[src/rtl/core/pil_pkg.sv]
`default_nettype none

package pil_pkg;

  // List capacity and the widths that follow from it
  localparam int CAPACITY = 64;
  localparam int IDX_W    = $clog2(CAPACITY);
  localparam int CNT_W    = $clog2(CAPACITY + 1);
  localparam int CMP_W    = (CNT_W > 7) ? CNT_W : 7;

  // Fixed field widths
  localparam int REQ_W  = 2;
  localparam int POS_W  = 8;
  localparam int VAL_W  = 32;
  localparam int STAT_W = 2;
  localparam int OUT_W  = 7;

  typedef enum logic [REQ_W-1:0] {
    REQ_INSERT = 2'd0,
    REQ_GET    = 2'd1,
    REQ_REMOVE = 2'd2,
    REQ_FIND   = 2'd3
  } req_t;

  typedef enum logic [STAT_W-1:0] {
    ST_OK        = 2'd0,
    ST_RANGE     = 2'd1,
    ST_FULL      = 2'd2,
    ST_NOT_FOUND = 2'd3
  } status_t;

  typedef enum logic [2:0] {
    S_IDLE,
    S_DECODE,
    S_FETCH,
    S_REM_CAP,
    S_SHIFT_RD,
    S_SHIFT_WR,
    S_SCAN_RD,
    S_SCAN_CMP
  } state_t;

  typedef enum logic [1:0] {
    PTR_HOLD,
    PTR_INIT,
    PTR_INC,
    PTR_DEC
  } ptr_op_t;

  typedef enum logic [1:0] {
    RD_PTR,
    RD_PTR_DEC,
    RD_PTR_INC,
    RD_POS
  } rd_sel_t;

  typedef enum logic {
    WR_SHIFT,
    WR_PUT
  } wr_sel_t;

  typedef enum logic [1:0] {
    VAL_ZERO,
    VAL_HOLD,
    VAL_RDATA
  } val_src_t;

  // Controller to datapath
  typedef struct packed {
    logic     load;
    ptr_op_t  ptr_op;
    rd_sel_t  rd_sel;
    logic     wr_en;
    wr_sel_t  wr_sel;
    logic     cap_read;
    logic     cnt_inc;
    logic     cnt_dec;
    logic     finish;
    status_t  fin_status;
    val_src_t fin_val;
    logic     fin_found;
  } pil_cmd_t;

  // Datapath to controller
  typedef struct packed {
    req_t req;
    logic full;
    logic pos_valid;
    logic ins_more;
    logic rem_more;
    logic scan_end;
    logic match;
  } pil_stat_t;

endpackage

`default_nettype wire

[src/rtl/core/pil_ctrl.sv]
`default_nettype none

module pil_ctrl
  import pil_pkg::*;
(
  input  wire logic      clk,
  input  wire logic      rst,
  input  wire logic      start,
  input  wire pil_stat_t stat,
  output pil_cmd_t       cmd,
  output logic           busy
);

  state_t state;
  state_t state_next;

  always_ff @(posedge clk) begin
    if (rst) begin
      state <= S_IDLE;
    end else begin
      state <= state_next;
    end
  end

  assign busy = (state != S_IDLE);

  // Next state
  always_comb begin
    state_next = state;
    unique case (state)
      S_IDLE: begin
        if (start) state_next = S_DECODE;
      end
      S_DECODE: begin
        unique case (stat.req)
          REQ_INSERT: state_next = stat.full ? S_IDLE : S_SHIFT_RD;
          REQ_GET:    state_next = stat.pos_valid ? S_FETCH : S_IDLE;
          REQ_REMOVE: state_next = stat.pos_valid ? S_REM_CAP : S_IDLE;
          REQ_FIND:   state_next = S_SCAN_RD;
          default:    state_next = S_IDLE;
        endcase
      end
      S_FETCH:   state_next = S_IDLE;
      S_REM_CAP: state_next = S_SHIFT_RD;
      S_SHIFT_RD: begin
        if (stat.req == REQ_INSERT) begin
          state_next = stat.ins_more ? S_SHIFT_WR : S_IDLE;
        end else begin
          state_next = stat.rem_more ? S_SHIFT_WR : S_IDLE;
        end
      end
      S_SHIFT_WR: state_next = S_SHIFT_RD;
      S_SCAN_RD:  state_next = stat.scan_end ? S_IDLE : S_SCAN_CMP;
      S_SCAN_CMP: state_next = stat.match ? S_IDLE : S_SCAN_RD;
      default:    state_next = S_IDLE;
    endcase
  end

  // Datapath commands
  always_comb begin
    cmd            = '0;
    cmd.ptr_op     = PTR_HOLD;
    cmd.rd_sel     = RD_PTR;
    cmd.wr_sel     = WR_SHIFT;
    cmd.fin_status = ST_OK;
    cmd.fin_val    = VAL_ZERO;
    unique case (state)
      S_IDLE: begin
        cmd.load = start;
      end
      S_DECODE: begin
        cmd.rd_sel = RD_POS;
        unique case (stat.req)
          REQ_INSERT: begin
            if (stat.full) begin
              cmd.finish     = 1'b1;
              cmd.fin_status = ST_FULL;
            end else begin
              cmd.ptr_op = PTR_INIT;
            end
          end
          REQ_GET: begin
            if (!stat.pos_valid) begin
              cmd.finish     = 1'b1;
              cmd.fin_status = ST_RANGE;
            end
          end
          REQ_REMOVE: begin
            if (!stat.pos_valid) begin
              cmd.finish     = 1'b1;
              cmd.fin_status = ST_RANGE;
            end else begin
              cmd.ptr_op = PTR_INIT;
            end
          end
          REQ_FIND: begin
            cmd.ptr_op = PTR_INIT;
          end
          default: ;
        endcase
      end
      S_FETCH: begin
        cmd.finish  = 1'b1;
        cmd.fin_val = VAL_RDATA;
      end
      S_REM_CAP: begin
        cmd.cap_read = 1'b1;
      end
      S_SHIFT_RD: begin
        if (stat.req == REQ_INSERT) begin
          if (stat.ins_more) begin
            cmd.rd_sel = RD_PTR_DEC;
          end else begin
            // gap is open: drop the new value in
            cmd.wr_en   = 1'b1;
            cmd.wr_sel  = WR_PUT;
            cmd.cnt_inc = 1'b1;
            cmd.finish  = 1'b1;
          end
        end else begin
          if (stat.rem_more) begin
            cmd.rd_sel = RD_PTR_INC;
          end else begin
            cmd.cnt_dec = 1'b1;
            cmd.finish  = 1'b1;
            cmd.fin_val = VAL_HOLD;
          end
        end
      end
      S_SHIFT_WR: begin
        cmd.wr_en  = 1'b1;
        cmd.wr_sel = WR_SHIFT;
        cmd.ptr_op = (stat.req == REQ_INSERT) ? PTR_DEC : PTR_INC;
      end
      S_SCAN_RD: begin
        cmd.rd_sel = RD_PTR;
        if (stat.scan_end) begin
          cmd.finish     = 1'b1;
          cmd.fin_status = ST_NOT_FOUND;
        end
      end
      S_SCAN_CMP: begin
        if (stat.match) begin
          cmd.finish    = 1'b1;
          cmd.fin_found = 1'b1;
        end else begin
          cmd.ptr_op = PTR_INC;
        end
      end
      default: ;
    endcase
  end

endmodule

`default_nettype wire

[src/rtl/core/pil_datapath.sv]
`default_nettype none

module pil_datapath
  import pil_pkg::*;
(
  input  wire logic                     clk,
  input  wire logic                     rst,
  input  wire pil_cmd_t                 cmd,
  input  wire logic        [REQ_W-1:0]  req_type,
  input  wire logic signed [POS_W-1:0]  position,
  input  wire logic signed [VAL_W-1:0]  data_value,
  output pil_stat_t                     stat,
  output logic                          done,
  output logic signed      [VAL_W-1:0]  read_value,
  output logic signed      [OUT_W-1:0]  found_index,
  output logic             [STAT_W-1:0] status,
  output logic             [OUT_W-1:0]  list_size
);

  // Request registers
  req_t             req_q;
  logic [POS_W-1:0] pos_q;
  logic [VAL_W-1:0] val_q;

  // Walk pointer, entry count, captured values
  logic [CNT_W-1:0] ptr;
  logic [CNT_W-1:0] ptr_next;
  logic [CNT_W-1:0] count;
  logic [CNT_W-1:0] count_next;
  logic [VAL_W-1:0] hold;
  logic [VAL_W-1:0] rdata;

  // List storage
  logic [VAL_W-1:0] mem [CAPACITY];
  logic [IDX_W-1:0] raddr;
  logic [IDX_W-1:0] waddr;
  logic [VAL_W-1:0] wdata;

  logic [CMP_W-1:0] pos_u;
  logic [CMP_W-1:0] cnt_u;
  logic             pos_neg;
  logic             pos_zero;
  logic [CNT_W-1:0] at;
  logic [CNT_W-1:0] ptr_inc;
  logic [CNT_W-1:0] ptr_dec;
  logic [CNT_W:0]   ptr_inc_w;

  always_ff @(posedge clk) begin
    if (cmd.load) begin
      req_q <= req_t'(req_type);
      pos_q <= position;
      val_q <= data_value;
    end
  end

  // Position decode against the current size
  assign pos_u    = CMP_W'(pos_q[POS_W-2:0]);
  assign cnt_u    = CMP_W'(count);
  assign pos_neg  = pos_q[POS_W-1];
  assign pos_zero = (pos_q == '0);

  always_comb begin
    if (!pos_neg && (pos_u >= cnt_u)) begin
      at = count;
    end else if (pos_neg || pos_zero) begin
      at = '0;
    end else begin
      at = CNT_W'(pos_u);
    end
  end

  assign ptr_inc   = ptr + 1'b1;
  assign ptr_dec   = ptr - 1'b1;
  assign ptr_inc_w = (CNT_W + 1)'(ptr) + 1'b1;

  always_comb begin
    stat.req       = req_q;
    stat.full      = (count == CNT_W'(CAPACITY));
    stat.pos_valid = !pos_neg && (pos_u < cnt_u);
    stat.ins_more  = (ptr > at);
    stat.rem_more  = (ptr_inc_w < (CNT_W + 1)'(count));
    stat.scan_end  = (ptr == count);
    stat.match     = (rdata == val_q);
  end

  // Pointer
  always_comb begin
    unique case (cmd.ptr_op)
      PTR_HOLD: ptr_next = ptr;
      PTR_INIT: begin
        unique case (req_q)
          REQ_INSERT: ptr_next = count;
          REQ_REMOVE: ptr_next = CNT_W'(pos_u);
          default:    ptr_next = '0;
        endcase
      end
      PTR_INC: ptr_next = ptr_inc;
      PTR_DEC: ptr_next = ptr_dec;
      default: ptr_next = ptr;
    endcase
  end

  always_ff @(posedge clk) begin
    ptr <= ptr_next;
  end

  // Entry count
  always_comb begin
    count_next = count;
    if (cmd.cnt_inc) begin
      count_next = count + 1'b1;
    end else if (cmd.cnt_dec) begin
      count_next = count - 1'b1;
    end
  end

  always_ff @(posedge clk) begin
    if (rst) begin
      count <= '0;
    end else begin
      count <= count_next;
    end
  end

  // Memory addressing
  always_comb begin
    unique case (cmd.rd_sel)
      RD_PTR:     raddr = ptr[IDX_W-1:0];
      RD_PTR_DEC: raddr = ptr_dec[IDX_W-1:0];
      RD_PTR_INC: raddr = ptr_inc[IDX_W-1:0];
      RD_POS:     raddr = pos_u[IDX_W-1:0];
      default:    raddr = ptr[IDX_W-1:0];
    endcase
    if (cmd.wr_sel == WR_PUT) begin
      waddr = at[IDX_W-1:0];
      wdata = val_q;
    end else begin
      waddr = ptr[IDX_W-1:0];
      wdata = rdata;
    end
  end

  always_ff @(posedge clk) begin
    if (cmd.wr_en) begin
      mem[waddr] <= wdata;
    end
    rdata <= mem[raddr];
  end

  always_ff @(posedge clk) begin
    if (cmd.cap_read) begin
      hold <= rdata;
    end
  end

  // Result register
  always_ff @(posedge clk) begin
    if (rst) begin
      done <= 1'b0;
    end else begin
      done <= cmd.finish;
    end
  end

  always_ff @(posedge clk) begin
    if (cmd.finish) begin
      unique case (cmd.fin_val)
        VAL_ZERO:  read_value <= '0;
        VAL_HOLD:  read_value <= hold;
        VAL_RDATA: read_value <= rdata;
        default:   read_value <= '0;
      endcase
      found_index <= cmd.fin_found ? OUT_W'(ptr) : '1;
      status      <= cmd.fin_status;
      list_size   <= OUT_W'(count_next);
    end
  end

endmodule

`default_nettype wire

[src/rtl/core/positional_integer_list.sv]
// Bounded ordered list of signed 32-bit values, CAPACITY entries deep.
// Command channel: a request (req_type, position, data_value) transfers at
// a rising edge with start high and busy low. Insert, get, remove and find
// are served one at a time; busy stays high until the request completes.
// Result channel: done is high for exactly one cycle with read_value,
// found_index, status and list_size valid; the receiver cannot stall it,
// and a new request may be issued in that same cycle.
// Out-of-range get/remove and an insert into a full list finish in the decode
// state; get reads its entry and finishes; insert shifts the entries above its
// slot up, remove captures its entry and shifts those above it down, and find
// scans from slot zero until a match or the end of the list.
// The entries sit in a single-port-write, registered-read memory, so each
// entry moved or compared takes a read state and then a write or compare state.
// Synchronous reset empties the list (entry count to zero) and leaves the
// controller idle; memory contents are not cleared and need not be.
`default_nettype none

module positional_integer_list
  import pil_pkg::*;
(
  input  wire logic                     clk,
  input  wire logic                     rst,
  input  wire logic                     start,
  output logic                          busy,
  input  wire logic        [REQ_W-1:0]  req_type,
  input  wire logic signed [POS_W-1:0]  position,
  input  wire logic signed [VAL_W-1:0]  data_value,
  output logic                          done,
  output logic signed      [VAL_W-1:0]  read_value,
  output logic signed      [OUT_W-1:0]  found_index,
  output logic             [STAT_W-1:0] status,
  output logic             [OUT_W-1:0]  list_size
);

  pil_cmd_t  cmd;
  pil_stat_t stat;

  pil_ctrl u_ctrl (
    .clk   (clk),
    .rst   (rst),
    .start (start),
    .stat  (stat),
    .cmd   (cmd),
    .busy  (busy)
  );

  pil_datapath u_dp (
    .clk         (clk),
    .rst         (rst),
    .cmd         (cmd),
    .req_type    (req_type),
    .position    (position),
    .data_value  (data_value),
    .stat        (stat),
    .done        (done),
    .read_value  (read_value),
    .found_index (found_index),
    .status      (status),
    .list_size   (list_size)
  );

endmodule

`default_nettype wire

[config.mk]
export PLATFORM = sky130hd
export DESIGN_NAME = positional_integer_list
export DESIGN_NICKNAME = d
export VERILOG_FILES = /design/src/rtl/core/pil_pkg.sv /design/src/rtl/core/pil_ctrl.sv /design/src/rtl/core/pil_datapath.sv /design/src/rtl/core/positional_integer_list.sv
export SDC_FILE = /design/constraint.sdc
export NUM_CORES = 2
export LEC_CHECK = 0
export CAP_MARGIN = 20
export CORE_MARGIN = 3
export CORE_UTILIZATION = 55
export CTS_BUF_LIST = sky130_fd_sc_hd__clkbuf_2
export DETAILED_ROUTE_END_ITERATION = 8
export DONT_BUFFER_PORTS = 1
export PLACE_DENSITY = 0.73
export SLEW_MARGIN = 20
export SYNTH_ARGS = -nofsm -noshare
export SYNTH_HDL_FRONTEND = slang
export SYNTH_SLANG_ARGS = --single-unit
[constraint.sdc]
create_clock -name clk -period 7.6 [get_ports clk]
set_clock_uncertainty 0.15 [all_clocks]
set_input_delay 1.52 -clock clk [delete_from_list [all_inputs] [get_ports clk]]
set_output_delay 1.52 -clock clk [all_outputs]
set_load 0.05 [all_outputs]
* After elaboration in Yosys (flattened, before gate mapping) *
Memories as Yosys holds them, arrays and structs flattened. A register that Yosys moved wholly into a read port is not among the register bits.
Index checks and enable logic that the tools add are counted.
W data, S select, Z words.

word-level totals
  memories = 1
  register bits = 140
  memory bits (writable) = 2048

operators by class
  order comparisons = 4
  reduce and logical (&&, ||, !) cells = 12
  add/sub/neg operators = 5
  equality and inequality tests = 22
  muxes and demuxes = 55

memories
  memory    depth  bits a word  read ports  clocked after memory_dff  write ports  RTL line            source
  u_dp.mem  64     32           1           1                         1            pil_datapath.sv:34  logic [VAL_W-1:0] mem [CAPACITY];

operators by type and width
  cell                   count
  $pmux W32 S2           1
  $eq A32 B32 Y1         1
  $mux W32               1
  $mux W3                10
  $mux W7                4
  $pmux W6 S4            1
  $pmux W3 S7            1
  $pmux W7 S3            1
  $mux W2                10
  $pmux W2 S2            4
  $mux W1                15
  $add A7 B1 Y7 const B  2
  $eq A2 B2 Y1 const B   7
  $pmux W7 S2            1
  $sub A7 B1 Y7 const B  2
  $eq A3 B3 Y1 const B   4
  $pmux W2 S3            2
  $pmux W3 S4            1
  $add A7 B1 Y8 const B  1
  $eq A2 B1 Y1 const B   4
  $logic_not A8 Y1       1
  $lt A8 B7 Y1           1
  $eq A7 B7 Y1           1
  $eq A7 B7 Y1 const B   1
  16 further kinds       21

* Depth between registers and ports, before layout *
  depth in word-level cells = 10
  gate-level depth with buffers = 27

* Modules after synthesis *
From an unflattened synthesis, not the netlist that was laid out.

unflattened totals
  cells, all modules = 7127
  area total of the unflattened synthesis = 93972.6 um^2

by module, submodules not included
  module        times used  cells each  area each (um^2)  sequential area each (um^2)
  pil_datapath  1           7055        93443.4           66173.5
  pil_ctrl      1           72          529.3             60.1

* Worst setup path after synthesis *
OpenSTA, ideal clock, no wires.

  path type = register -> register
  from = register u_dp.count[4] (netlist: u_dp.cnt_u[4])
  to = memory u_dp.mem[30][0] (enable)
  setup slack = -352 ps
  library setup time = 502 ps
  stages on the path, launching flop included = 20
  buffers on the path = 2
  clock period less this slack = 7952 ps
  data arrival time = 7300 ps
  cell sequence = dfxtp_1 -> clkbuf_1 -> inv_1 -> ha_1 -> a21o_1 -> a21o_1 -> a21oi_1 -> o21ai_1 -> mux2i_1 -> or2_2 -> ha_1 -> nand4_1 -> a21oi_1 -> nor2_1 -> o21ai_0 -> clkbuf_1 -> nand2_1 -> o21ai_1 -> nand4b_1 -> nor4bb_1

between the ends
  longest elaborated chain between the ends = 9
  elaborated cells between the ends (all ways) = 10

RTL lines
  item                           RTL line             source
  start: declaration             pil_datapath.sv:28   logic [CNT_W-1:0] count;
  start signal: assignment       pil_datapath.sv:121  count <= count_next;
  $ge A7 B7 Y1                   pil_datapath.sv:63   if (!pos_neg && (pos_u >= cnt_u)) begin
  $logic_and A1 B1 Y1            pil_datapath.sv:63
  $mux W7 (*)                    pil_datapath.sv:63
  $gt A7 B7 Y1                   pil_datapath.sv:80   stat.ins_more = (ptr > at);
  $mux W2                        pil_ctrl.sv:111      if (stat.ins_more) begin
  $mux W2                        pil_ctrl.sv:110      if (stat.req == REQ_INSERT) begin
  $pmux W2 S2                    pil_ctrl.sv:67       unique case (state)
  $mux W1                        pil_datapath.sv:144  if (cmd.wr_en) begin
  $mux W1 (not written as such)  pil_datapath.sv:145  mem[waddr] <= wdata;
  end: declaration               pil_datapath.sv:34

Every way passes the cells marked *; elsewhere a longest branch is shown, timed or not.

* Worst setup path in the final report *
  from = register u_dp.count[4] (netlist: u_dp.cnt_u[4])
  to = register u_dp.rdata[18] (read register of u_dp.mem)

between the ends
  longest elaborated chain between the ends = 9
  elaborated cells between the ends (all ways) = 14

RTL lines
  item                                        RTL line             source
  $ge A7 B7 Y1                                pil_datapath.sv:63
  $logic_and A1 B1 Y1                         pil_datapath.sv:63
  $mux W7                                     pil_datapath.sv:63
  $gt A7 B7 Y1                                pil_datapath.sv:80
  $mux W1                                     pil_ctrl.sv:111
  $mux W2 (*)                                 pil_ctrl.sv:110
  $pmux W2 S2 (*)                             pil_ctrl.sv:67
  $eq A2 B2 Y1, or another cell as far along  pil_datapath.sv:127  unique case (cmd.rd_sel)
  $pmux W6 S4 (*)                             pil_datapath.sv:127
  end: declaration                            pil_datapath.sv:31   logic [VAL_W-1:0] rdata;

Marks and branches as above.
A chain may end at the register's enable or synchronous reset.

==> impl_metrics.csv <==
group,metric,value,unit
status,status,"completed",
worst_hold_path,min_to,"u_dp.val_q[30]",
synthesis,synth-seq-cells,2220,
floorplanning,die_w,411,µm
synthesis,synth.net_count,6582,
clock_network,ctsResizeCount,0,
finish,final_nets,6984,
floorplanning,num_rows,147,
place,dp_hpwl,152000,µm
setup_path,end_kind,"flip-flop",
floorplanning,start_util,0.558,
timing,slew_headroom,0.197,
worst_hold_path,min_path_cells,1,
floorplanning,dieArea,169000,µm²
timing,post-route-period-util,0.940,
worst_hold_path,hold_path_class,"in2reg",
timing,setup_viol,0,
detailed_routing,final_antenna_net_count,0,
clock_network,clock_latency,1.83,ns
setup_path,crit_chain,"inv_1 -> ha_1 -> a21o_1 -> a21o_1 -> a21oi_1 -> o21ai_1 -> mux2i_1 -> or2_2 -> ha_1 -> a41oi_1 -> o21ai_1 -> o21ba_1 -> a2bb2oi_1 -> a31o_4 -> buf_4 -> buf_12 -> mux2i_1 -> a32oi_1 -> a31oi_1 -> nand4_1",
clock_network,clkTransAtPathRegs,0.10,ns
setup_path,path_buf_inv,3,
setup_path,worst-r2r-setup-slack,0.45,ns
synthesis,synthTopCellsByArea,"edfxtp_1 73%, nand2_1 5.5%, nand3_1 3.8%",
detailed_routing,first_pass_iters,7,
global_routing,grt_pass1_vias,59444,
finish,area_growth_syn_to_layout,10.2,%
detailed_routing,num_vias,62251,
timing,fin_crit,7.15,ns
timing,rsz0062_at_grt,"false",
finish,fin_cells,9439,
place,globalplace.congestion,0.911,
setup_path,ff2ff_path_depth,20,
floorplanning,die_h,411,µm
timing,tightest_slew,1.20,ns
detailed_routing,vias_per_cell,6.60,
clock_network,cts_tree,"yes",
setup_path,required,8.92,ns
setup_path,critPathTopFamily,"compound AO/OA/AOI/OAI gates",
floorplanning,num_io_pins,95,
clock_network,cts_root_buffer,"clkbuf_2",
detailed_routing,wl_per_cell,29.2,µm
clock_network,cts_buffers,558,
global_routing,track_usage,0.320,
synthesis,synth_enable_flop_cells,2177,
worst_hold_path,hold_start,"data_value[30]",
finish,drive_above_1_share,0.177,
clock_network,clkSinkCount,2220,
synthesis,syn_area,90200,µm²
global_routing,antenna_found_initial,31,
synthesis,synth_flop_cell,"edfxtp_1",
detailed_routing,drc,0,
timing,tns,0,ns
global_routing,grt_max_degree,124,
pwr,leakagePower,34.1,nW
synthesis,synthCells,6504,
synthesis,async_reset_ff_frac,0,
setup_path,critPathKind,"reg2reg",
place,dp.cells,8463,
clock_network,h-tree-depth,6,
clock_network,clockBufferDepth,4,
global_routing,gr-total-overflow,0,
pwr,peakVddDrop,0.000184,V
job,max_cap_violations,0,
synthesis,yosysSeqAreaShare,0.735,
setup_path,r2r-end,"u_dp.rdata[18]",
synthesis,synth_top_cell_by_area,"edfxtp_1",
floorplanning,design.core.area,162000,µm²
setup_path,crit_fanout,45,
place,port_buffers,0,
timing,slew_viol_final,0,
timing,max_clock_freq,0.140,GHz
synthesis,yosysUniqueCellTypes,86,
setup_path,arrival,8.47,ns
setup_path,regToRegStartpoint,"u_dp.cnt_u[4]",
pwr,power_density,252,nW/µm²
place,place_area,94100,µm²
setup_path,max_stage_delay,0.91,ns
timing,hold-worst-slack,0.270,ns
synthesis,yosys_warnings,0,
global_routing,grt_pass1_wl,394000,µm
finish,final_cell_area,99400,µm²
setup_path,critPathLaunchType,"flip-flop",
detailed_routing,drt_iter0_drc,10394,
synthesis,avgSynthCellArea,13.9,µm²
detailed_routing,wirelength,275000,µm
timing,hold_viol_final,0,
setup_path,crit_slowest_cell,"a31oi_1",
synthesis,synth_top_cell_area_share,0.725,
[worst max-delay path by stage]
stage | start | end | slack (ns) | depth (start not counted)
2_1_floorplan | u_dp.cnt_u[4] | u_dp.mem[28][0] | 0.63 | 19
3_3_place_gp | u_dp.cnt_u[4] | u_dp.rdata[7] | 0.65 | 20
3_5_place_dp | u_dp.cnt_u[4] | u_dp.rdata[18] | 0.58 | 20
4_1_cts | u_dp.cnt_u[4] | u_dp.rdata[18] | 0.56 | 20
5_1_grt | u_dp.cnt_u[4] | u_dp.rdata[18] | 0.17 | 21
6_report | u_dp.cnt_u[4] | u_dp.rdata[18] | 0.45 | 20
[timing repair]
item,CTS,global route
setup endpoints to repair,0,0
hold buffers,43,0
buffers inserted,0,0
hold endpoints to repair,53,0
[metal layers]
layer,global-route usage,part of all wire,up-vias,wire (µm)
met4,0.180,0.058,24,15900
met3,0.0960,0.14,927,38800
met5,0,0.0015,-,417
met1,0.420,0.35,30205,96500
li1,-,-,26108,-
met2,0.478,0.45,4987,124000
[layout by cell type (no fill, tap or decap), types with 31 or more instances in the layout]
| master | count |
|---|---|
| a21oi_1 | 332 |
| a221oi_1 | 61 |
| a22oi_1 | 373 |
| a31oi_1 | 70 |
| a32oi_1 | 60 |
| a41o_1 | 52 |
| and3_1 | 58 |
| buf_12 | 45 |
| buf_4 | 221 |
| clkbuf_2 | 791 |
| clkinv_1 | 88 |
| dfxtp_1 | 43 |
| dlygate4sd3_1 | 43 |
| edfxtp_1 | 2177 |
| ha_1 | 32 |
| mux2i_1 | 118 |
| mux4_2 | 48 |
| nand2_1 | 1288 |
| nand2_2 | 32 |
| nand3_1 | 676 |
| nand4_1 | 31 |
| nor2_1 | 64 |
| nor2_4 | 65 |
| nor4_1 | 68 |
| o21ai_0 | 61 |
| xor2_1 | 39 |
[sequential cells by signal (all words and copies together), names as in the netlist]
| signal | cells |
|---|---|
| u_dp.done | 1 |
| u_dp.pos_q | 8 |
| u_dp.req_q | 2 |
| u_dp.val_q | 32 |
| u_dp.status | 2 |
| u_dp.list_size | 7 |
| u_dp.found_index | 7 |
| u_ctrl.state | 3 |
| u_dp.ptr | 7 |
| u_dp.read_value | 32 |
| u_dp.mem | 2048 |
| u_dp.rdata | 32 |
| u_dp.hold | 32 |
| u_dp.cnt_u | 7 |
[synth_stat cells, drive strengths merged, types with 5 or more instances]
| cell type | n |
|---|---|
| nand2b | 14 |
| mux2i | 118 |
| or2 | 5 |
| mux4 | 48 |
| xor2 | 39 |
| xnor2 | 15 |
| a41oi | 14 |
| a21o | 7 |
| and3 | 59 |
| a31oi | 71 |
| nor4 | 71 |
| a221oi | 61 |
| nand3 | 676 |
| o211ai | 10 |
| nand4 | 31 |
| a22oi | 373 |
| a32oi | 60 |
| a311oi | 30 |
| or4 | 15 |
| or3 | 6 |
| nand2 | 1322 |
| clkbuf | 248 |
| buf | 220 |
| nor2b | 11 |
| a22o | 8 |
| nor2 | 132 |
| dfxtp | 43 |
| a21oi | 334 |
| o2111a | 18 |
| a41o | 52 |
| ha | 33 |
| edfxtp | 2177 |
| a32o | 7 |
| o21ai | 76 |
| o21a | 5 |
| nor3 | 12 |
| o31ai | 11 |
| inv | 22 |
[through the flow]
stage / utilization / power [mW] / setup slack (ns)
after floorplan: - / 16.1 / 0.628
after global placement: 0.582 / 17.3 / 0.646
after detailed placement: 0.582 / 17.3 / 0.578
after CTS: 0.614 / 25.0 / 0.564
after global routing: 0.614 / 25.8 / 0.171
final: 0.615 / 25.0 / 0.454
[cell families after synthesis]
| group | after synthesis | share of synthesized area |
|---|---|---|
| flip-flops | 2220 | 0.735 |
| multiplexers | 166 | 0.0251 |
| adder cells (fa/ha/maj) | 33 | 0.00458 |
| XOR/XNOR | 54 | 0.00525 |
| buffers and inverters | 491 | 0.0237 |
| AND/OR/NAND/NOR | 2372 | 0.116 |
| AO/OA/AOI/OAI | 1168 | 0.0909 |
[area by class of cell]
type / count / area [µm²]
diodes: 17 / 42.5
clock buffers: 791 / 3960
clock inverters: 125 / 772
fillers: 11930 / 62300
inverters: 23 / 86.3
multi-input cells: 3793 / 22500
flip-flops and latches: 2220 / 66200
well taps: 2160 / 2700
repair buffers: 310 / 3020
[power breakdown]
part	internal, mW	switching [mW]
clock network	3.13	4.68
logic	0.629	2.19
registers	14.2	0.198
Power figures use the tool's default switching activity.
